<file path="config.mk">
export PLATFORM = sky130hd
export DESIGN_NAME = dsps_ctrl
export DESIGN_NICKNAME = d
export VERILOG_FILES = /design/src/rtl/dsps_pkg.sv /design/src/rtl/dsps_ctrl.sv
export SDC_FILE = /design/constraint.sdc
export NUM_CORES = 1
export LEC_CHECK = 0
export BUFFER_PORTS_ARGS = -buffer_cell sky130_fd_sc_hd__buf_2
export CORE_AREA = 2 2 39 41
export CTS_BUF_LIST = sky130_fd_sc_hd__clkbuf_4 sky130_fd_sc_hd__clkbuf_8 sky130_fd_sc_hd__clkbuf_16
export CTS_CLUSTER_SIZE = 30
export DETAILED_ROUTE_END_ITERATION = 8
export DIE_AREA = 0 0 41 43
export SETUP_SLACK_MARGIN = 0.02
export SLEW_MARGIN = 0
export SYNTH_ARGS = -nofsm -noshare
export SYNTH_HDL_FRONTEND = slang
export SYNTH_SLANG_ARGS = --single-unit
</file>
<file path="constraint.sdc">
create_clock -name clock -period 1.5 [get_ports clock]
set_clock_uncertainty 0.2 [all_clocks]
set_input_delay 0.3 -clock clock [delete_from_list [all_inputs] [get_ports clock]]
set_output_delay 0.3 -clock clock [all_outputs]
set_load 0.03 [all_outputs]
</file>
<file path="src/rtl/dsps_pkg.sv">
// Shared types and constants for the dense shortest-path search block.
package dsps_pkg;

   localparam int NODE_COUNT_DEF  = 64;
   localparam int WEIGHT_BITS_DEF = 16;
   localparam int DIST_BITS_DEF   = 22;

   localparam int NODE_PORT_W   = 6;
   localparam int WEIGHT_PORT_W = 16;
   localparam int DIST_PORT_W   = 22;
   localparam int CSR_ADDR_W    = 3;
   localparam int CSR_DATA_W    = 32;

   localparam logic OP_LOAD = 1'b0;
   localparam logic OP_RUN  = 1'b1;

   localparam logic REG_TARGET_NODE = 1'b0;

   typedef enum logic [3:0] {
      ST_IDLE,
      ST_INIT,
      ST_SCAN,
      ST_DECIDE,
      ST_RELAX,
      ST_WALK,
      ST_WALK_WAIT,
      ST_EMIT,
      ST_FAIL
   } state_type;

   typedef struct packed {
      logic      load;
      state_type phase;
   } cmd_type;

   typedef struct packed {
      logic sweep_end;
      logic found;
      logic hit;
      logic walk_end;
      logic emit_end;
   } sts_type;

endpackage

</file>
<file path="src/rtl/dsps_ctrl.sv">
// Sequencer for load, search, path walk and path output.
module dsps_ctrl
   import dsps_pkg::*;
(
   input  logic    clock,
   input  logic    reset,
   input  logic    start,
   input  logic    req_operation,
   input  sts_type sts,
   output cmd_type cmd,
   output logic    busy
);

   state_type state_ff, state_in;

   always_ff @(posedge clock) begin
      if (reset) begin
         state_ff <= ST_IDLE;
      end else begin
         state_ff <= state_in;
      end
   end

   always_comb begin
      state_in  = state_ff;
      busy      = (state_ff != ST_IDLE);
      cmd.phase = state_ff;
      cmd.load  = start && !busy && (req_operation == OP_LOAD);
      unique case (state_ff)
         ST_IDLE: begin
            if (start && (req_operation == OP_RUN)) state_in = ST_INIT;
         end
         ST_INIT:   state_in = ST_SCAN;
         ST_SCAN: begin
            if (sts.sweep_end) state_in = ST_DECIDE;
         end
         ST_DECIDE: begin
            priority if (!sts.found) state_in = ST_FAIL;
            else if (sts.hit) state_in = ST_WALK;
            else state_in = ST_RELAX;
         end
         ST_RELAX: begin
            if (sts.sweep_end) state_in = ST_SCAN;
         end
         ST_WALK: begin
            state_in = sts.walk_end ? ST_EMIT : ST_WALK_WAIT;
         end
         ST_WALK_WAIT: state_in = ST_WALK;
         ST_EMIT: begin
            if (sts.emit_end) state_in = ST_IDLE;
         end
         ST_FAIL:   state_in = ST_IDLE;
         default:   state_in = ST_IDLE;
      endcase
   end

endmodule

</file>
Yosys cells after proc, flatten, opt, wreduce, memory -nomap -nowiden. Index checks and enable logic that the tools add are counted.

Bits of input ports: 9. Word-level logic and storage cells: 28. Register bits after elaboration: 4.

Multiplexer cells: 8. Reduce and logical (&&, ||, !) cells: 7. Bitwise logic cells: 1. Eq/ne operators: 11.

Operator list (number): $pmux 4 s8 (1); $mux 4 (5); $eq 4x3->1 const B (4); $eq 4x2->1 const B (2); $ne 2x2->1 const B (4); $eq 4x1->1 const B (1); $logic_not 4->1 (1); $reduce_and 4->1 (1); $reduce_bool 4->1 (1); $logic_and 1x1->1 (3); $mux 1 (2); $logic_not 1->1 (1); $not 1->1 (1).

Logic depth before layout (Yosys ltp). Gate-level depths: netlist of the first run.

Depth in word-level cells: 4. Mapped depth: 5. Depth with buffers taken out: 4.

Worst setup path after synthesis of the first run. No wires, ideal clock.

Kind: reg2out. Start: register state_ff[0]. End: output port cmd[4] (netlist bit). Path slack: -0.948 ns. Arrival: 1.948 ns. Buffers on the path: 1. Data required time: 1.000 ns. Stages on the path, launching flop included: 4. Path through: dfxtp_1 buf_6 or4_4 nor3b_1.

RTL lines: start, declared (RTL line dsps_ctrl.sv:14) `state_type state_ff, state_in;`; start signal, assigned (RTL line dsps_ctrl.sv:20) `state_ff <= state_in;`; end, declared (RTL line dsps_ctrl.sv:10) `output cmd_type cmd,`.

==> metrics.txt, run 1 <==
Async SR Flop Fraction 0%; Largest Register state_ff; Synth Cell Area 278 um^2; Critical Path End Type output port; GRT Total Usage 12.0%; Routed Antenna Nets 0; mux cell area share after synthesis 3.60%; Hold Buf Count CTS 0; I/O Buffers 14; crit path launch type flop; RSZ-0062 raised after global routing yes; Mapped Cells 34; first-pass GRT wire length 1270 um; status complete, but fails checks; post-DR wirelength/cell 12.3 um; M1 wire length 360 um; vias per inst 4.96; Buf/Inv on CP 1; CTS Buf Count 3; highest ir drop seen on vdd 0.414 mV; CP Data Arrival Time 1440 ps; Pwr Total 632 uW; post-synth net total 43; drt pass-1 iters 4; delay-heaviest family, CP simple AND/OR/NAND/NOR gates; GR Overflow Total 0; share of the synthesized area in the top cell type 28.8%; Reg clk slew, reported paths 40 ps; Avg Synthesized Cell Area 8.17 um^2; Max Freq 0.515 GHz; final core occ 34.7%; CTS tree yes; WL met2 440 um; Skew-Pair Late Insertion Delay 240 ps; relative slew slack 77.6%; synth unique cells 23; top post-synthesis cells by area dfxtp_1 29%, o21ai_0 7.2%, nor2b_1 4.5%; max reg flops 4; Hold WC Path Type primary input to flop; Critical-path top delay cell or4_4; CP max stage delay 550 ps; Max Used Layer met4; # diodes 0; Post-Synth XOR/XNOR Area 0%; post-synth top area cell dfxtp_1; simple-gate share of the synthesized area 34.2%; initial antenna violation count 0; Hold Path End state_ff[3]$_SDFFE_PP0P_; adder-cell share of the synthesized area 0%; Main synth FF type dfxtp_1; flop-to-flop setup slack -260 ps; WL final 911 um; Required @ worst endpoint 1000 ps; # nets final 68; CTS Buffer Depth 2; share of cells above drive strength 1 55.2%; Die Footprint 0.00176 mm^2; warnings from Yosys 0; Final Hold Violating Endpoints 0; Worst R2R End state_ff[2]$_SDFFE_PP0P_; # Max-Cap Violations 0; Ports 15; worst setup path startpoint state_ff[2]$_SDFFE_PP0P_; largest family of logic cells by synthesized area simple AND/OR/NAND/NOR gates; post-layout min period 1940 ps; H-tree depth 1; via count 367; CP Max Fanout 2; Worst Tran Pin Value 332 ps; most frequent cells in the layout 12 x buf_2, 7 x buf_4, 4 x clkbuf_4; Clock Sinks 4; Tcrit/Tclk final 130%; cell row count 14; chip width 41 um; Inst Count DP 69; Clock Tree Root clkbuf_4; complex-gate fraction of the synthesized area 26.6%; LEAKAGE 0.220 nW; Final GP Congestion 0.743; DR DRC count 0; Post-DP HPWL 623 um; failing checks negative setup slack; Setup CP Type flop to output port; fin worst setup slack -443 ps; met3 WL 76 um; launching point of the worst reg2reg path state_ff[2]$_SDFFE_PP0P_; largest registers state_ff x4; Hold Crit Start sts[3]; pwr/cell area 1310 mW/mm^2; commonest non-fill, non-tap cell in the layout buf_2; CORE AREA 0.00138 mm^2; Starting DRT DRC Count 11; cells along the critical path or4_4 -> nor3b_4 -> buf_6; die height 43 um; vias in the first global route 320; Worst R2R Path Depth 5; Layout area overhead 73.0%; Seq cells post-synth 4; Slew Viols, Final 0; number of synthesized flops with an enable pin 0; non-filler cells in the finished layout 74; register area share after synthesis 28.8%; Starting Density 20.1%; largest net degree at the start of global routing 10; hold path depth 2; final setup fails 4
[synth_stat cells (all sizes together) (2+ instances only)]
cell type,count
dfxtp,4
inv,2
nand2,2
nand3,2
nor2b,2
nor3,2
o21ai,4
[power breakdown]
group | switching [mW] | total (mW) | internal, mW
clock | 0.0530 | 0.171 | 0.118
combinational | 0.178 | 0.330 | 0.151
sequential | 0.00652 | 0.131 | 0.124
total | 0.238 | 0.632 | 0.394
[how the worst max path moves through the flow]
stage,to,cells after the start,slack (ps)
after floorplan,cmd[4],3,-490
after global placement,cmd[4],3,-240
after detailed placement,cmd[4],3,-250
after CTS,cmd[4],3,-460
after global routing,cmd[4],3,-500
final,cmd[4],3,-440
[logic make-up after synthesis]
group / after synthesis
AOI/OAI and AO/OA: 11
and+or+nand+nor: 15
muxes: 1
buffers and inverters: 3
DFF: 4
[metal layers]
metal	track usage, %	vias up
met5	0	-
met4	12.0	0
met2	16.3	16
met3	6.28	4
met1	12.2	170
li1	-	177
[repair_timing]
item                                    4_1_cts  5_1_grt
pin swaps                                     2        3
gates resized for setup                       4        2
setup buffers                                 1        0
endpoints found under the setup margin        4        5
[layout make-up]
type | count | area (um^2)
tap | 16 | 20.0
inverter | 2 | 7.51
sequential | 4 | 83.8
timing repair buffer | 21 | 135
clock buffer | 4 | 30.0
multi-input combinational | 27 | 204
fill | 151 | 903
[per-stage QoR]
stage | hold slack [ps] | area [um^2] | setup WS [ps] | setup TNS [ps]
after floorplan | 176 | 293 | -491 | -1190
after global placement | 305 | 417 | -241 | -456
after detailed placement | 309 | 417 | -248 | -484
after CTS | 52.2 | 467 | -463 | -1240
after global routing | 66.1 | 480 | -495 | -1420
final | 66.2 | 480 | -443 | -1260
Note: power is estimated with default switching activity, not from simulation.
==> inputs of run 2 (changes only) <==
--- a/config.mk
+++ b/config.mk
@@ -5,6 +5,7 @@
 export SDC_FILE = /design/constraint.sdc
 export NUM_CORES = 1
 export LEC_CHECK = 0
+export ABC_AREA = 1
 export BUFFER_PORTS_ARGS = -buffer_cell sky130_fd_sc_hd__buf_2
 export CORE_AREA = 2 2 39 41
 export CTS_BUF_LIST = sky130_fd_sc_hd__clkbuf_4 sky130_fd_sc_hd__clkbuf_8 sky130_fd_sc_hd__clkbuf_16
==> run 2 against run 1 <==
  * The flow still finishes with violations (negative setup slack)
  * Sequential share of layout area rose by 0.91 points
  * Die area did not move
  * Fmax rose by 21%
  * First-iteration DRC count fell by 82%
  * Total power fell by 17%
  * Critical path depth rose by 1
  * Critical endpoint unchanged
==> metrics.txt, run 2 <==
Sw Pwr 199 uW (was 238 uW); Worst R2R End state_ff[2]$_SDFFE_PP0P_ (unchanged); combinational share of power 43.9% (was 52.2%); LEAKAGE 0.263 nW (was 0.220 nW); Starting DRT DRC Count 2 (was 11); CTS Buffer Depth 2 (unchanged); Ports 15 (unchanged); largest net degree at the start of global routing 9 (was 10); Required @ worst endpoint 1000 ps (about the same); CP Data Arrival Time 1100 ps (was 1440 ps); launching point of the worst reg2reg path state_ff[1]$_SDFFE_PP0P_ (was state_ff[2]$_SDFFE_PP0P_); Critical-path top delay cell dfxtp_4 (was or4_4); # nets final 85 (was 68); post-layout min period 1600 ps (was 1940 ps); M1 wire length 355 um (was 360 um); path length in cells of the critical path 4 (was 3); Async SR Flop Fraction 0% (unchanged); Die Footprint 0.00176 mm^2 (unchanged); switch share 37.8% (was 37.7%); Post-DP HPWL 692 um (was 623 um); Reg power frac 24.1% (was 20.7%); # Max-Cap Violations 0 (unchanged); warnings from Yosys 0 (unchanged); Hold WC Path Type primary input to flop (unchanged); Reg clk slew, reported paths 40 ps (about the same); commonest non-fill, non-tap cell in the layout buf_2 (unchanged); flop-to-flop setup slack 110 ps (was -260 ps); met3 WL 22 um (was 76 um); Worst Tran Pin Value 198 ps (was 332 ps); final setup fails 1 (was 4); WL final 847 um (was 911 um); hold path depth 2 (unchanged); Pint 328 uW (was 394 uW); Slew Viols, Final 0 (unchanged); crit path launch type flop (unchanged); mux cell area share after synthesis 0% (was 3.60%); Main synth FF type dfxtp_1 (unchanged); CTS Buf Count 3 (unchanged); count leader, synth nand2_1; status complete, but fails checks (unchanged); H-tree depth 1 (unchanged); Pwr Total 527 uW (was 632 uW); Max Used Layer met4 (unchanged); synth unique cells 14 (was 23); clock power share 32.0% (was 27.1%); complex-gate fraction of the synthesized area 7.79% (was 26.6%); Routed Antenna Nets 0 (unchanged); simple-gate share of the synthesized area 57.4% (was 34.2%); most frequent cells after synthesis 13 x nand2_1, 9 x nor2_1, 6 x nand3_1 (was 4 x dfxtp_1, 4 x o21ai_0); Clock Sinks 4 (unchanged); Buf/Inv on CP 1 (unchanged); top post-synthesis cells by area dfxtp_1 26%, nand2_1 16%, nor2_1 11% (was dfxtp_1 29%, o21ai_0 7.2%, nor2b_1 4.5%); DR DRC count 0 (unchanged); post-DR wirelength/cell 9.31 um (was 12.3 um); RSZ-0062 raised after global routing yes (unchanged); max reg flops 4 (unchanged); most frequent cells in the layout 13 x buf_2, 11 x nand2_1, 8 x nor2_1 (was 12 x buf_2, 7 x buf_4, 4 x clkbuf_4); delay-heaviest family, CP simple AND/OR/NAND/NOR gates (unchanged); Critical Path End Type output port (unchanged); adder-cell share of the synthesized area 0% (unchanged); cells along the critical path nor2_4 -> nand2_4 -> nor3b_4 -> buf_6 (was or4_4 -> nor3b_4 -> buf_6); Post-Synth XOR/XNOR Area 0% (unchanged); number of synthesized flops with an enable pin 0 (unchanged); Clock Tree Root clkbuf_4 (unchanged); share of cells above drive strength 1 53.3% (was 55.2%); GRT Total Usage 11.7% (was 12.0%); vias per inst 4.30 (was 4.96); cell row count 14 (unchanged); relative slew slack 86.7% (was 77.6%); Skew-Pair Late Insertion Delay 240 ps (about the same); WL met2 449 um (was 440 um); # diodes 0 (unchanged); Final GP Congestion 0.589 (was 0.743); Starting Density 22.1% (was 20.1%); CP max stage delay 340 ps (was 550 ps); first-pass GRT wire length 1350 um (was 1270 um); Synth Cell Area 305 um^2 (was 278 um^2); via count 391 (was 367); Hold Worst Slack 41.2 ps (was 66.2 ps); failing checks negative setup slack (unchanged); GR Overflow Total 0 (unchanged); CP Max Fanout 2 (unchanged); crit path to cmd[4] (unchanged); Worst R2R Path Depth 9 (was 5); share of the synthesized area in the top cell type 26.2% (was 28.8%); Seq cells post-synth 4 (unchanged); highest ir drop seen on vdd 0.310 mV (was 0.414 mV); post-synth top area cell dfxtp_1 (unchanged); pwr/cell area 1020 mW/mm^2 (was 1310 mW/mm^2); worst setup path startpoint state_ff[3]$_SDFFE_PP0P_ (was state_ff[2]$_SDFFE_PP0P_); vias in the first global route 375 (was 320); fin worst setup slack -101 ps (was -443 ps); register area share after synthesis 26.2% (was 28.8%); I/O Buffers 14 (unchanged); CTS tree yes (unchanged); largest registers state_ff x4 (unchanged); Largest Register state_ff (unchanged); drt pass-1 iters 3 (was 4); largest family of logic cells by synthesized area simple AND/OR/NAND/NOR gates (unchanged); Final Hold Violating Endpoints 0 (unchanged); die height 43 um (unchanged); Mapped Cells 52 (was 34); Setup CP Type flop to output port (unchanged); Hold Crit Start sts[3] (unchanged); Layout area overhead 69.7% (was 73.0%); chip width 41 um (unchanged); Tcrit/Tclk final 107% (was 130%); Max Freq 0.625 GHz (was 0.515 GHz); post-synth net total 61 (was 43); initial antenna violation count 0 (unchanged); setup tns final -101 ps (was -1260 ps); Avg Synthesized Cell Area 5.87 um^2 (was 8.17 um^2); CORE AREA 0.00138 mm^2 (unchanged)
## run 2: changes by cell type after synthesis, sizes merged, moves of 2 or more
cell   delta
nor3      -2
nor2     +10
nand3     +4
nor2b     -2
o21ai     -4
nand2    +14
a21oi     +3
inv       +5
## run 2: per-stage QoR
step | std cells | setup WS (ps) | instance area (um^2) | utilization, %
floorplan | 52 | -41.0 | 347 | -
global placement | 83 | 68.8 | 444 | 32.1
detailed placement | 83 | 50.7 | 444 | 32.1
CTS | 90 | -117 | 505 | 36.5
global route | 91 | -136 | 518 | 37.4
finish | 91 | -101 | 518 | 37.4
## run 2: layout make-up
cell class | count | area, um^2
Tap cell | 16 | 20.0
Timing Repair Buffer | 19 | 114
Clock buffer | 4 | 30.0
Multi-Input combinational cell | 41 | 233
Sequential cell | 4 | 95.1
Fill cell | 154 | 866
Inverter | 7 | 26.3
## run 2: power groups by stage
stage / logic [mW] / clock network [mW] / registers, mW
floorplan: 0.125 / 0 / 0.152
global placement: 0.190 / 0 / 0.135
detailed placement: 0.191 / 0 / 0.137
CTS: 0.217 / 0.177 / 0.132
global route: 0.250 / 0.177 / 0.129
finish: 0.232 / 0.168 / 0.127
## run 2: how the worst min path moves through the flow
| stage | slack, ps | endpoint |
|---|---|---|
| floorplan | 160 | state_ff[1]$_SDFFE_PP0P_ |
| global placement | 290 | state_ff[3]$_SDFFE_PP0P_ |
| detailed placement | 290 | state_ff[3]$_SDFFE_PP0P_ |
| CTS | 30 | state_ff[3]$_SDFFE_PP0P_ |
| global route | 60 | state_ff[3]$_SDFFE_PP0P_ |
| finish | 40 | state_ff[3]$_SDFFE_PP0P_ |
## run 2: layer usage
layer,vias to the layer above,global-route usage [%]
met4,0,12.0
met1,167,10.2
li1,214,-
met3,2,1.57
met2,8,20.0
met5,-,0
## run 2: repair_timing
item / CTS / global route
hold buffers: 0 / 0
pin swaps: 4 / 1
resized for setup: 3 / 2
setup endpoints to repair: 2 / 5
setup buffers: 3 / 1
## run 2: kinds of logic (layout without fill, tap and decap cells)
logic type,Yosys count,in the layout
buffers and inverters,7,30
AOI/OAI and AO/OA,4,4
and+or+nand+nor,37,37
DFF,4,4
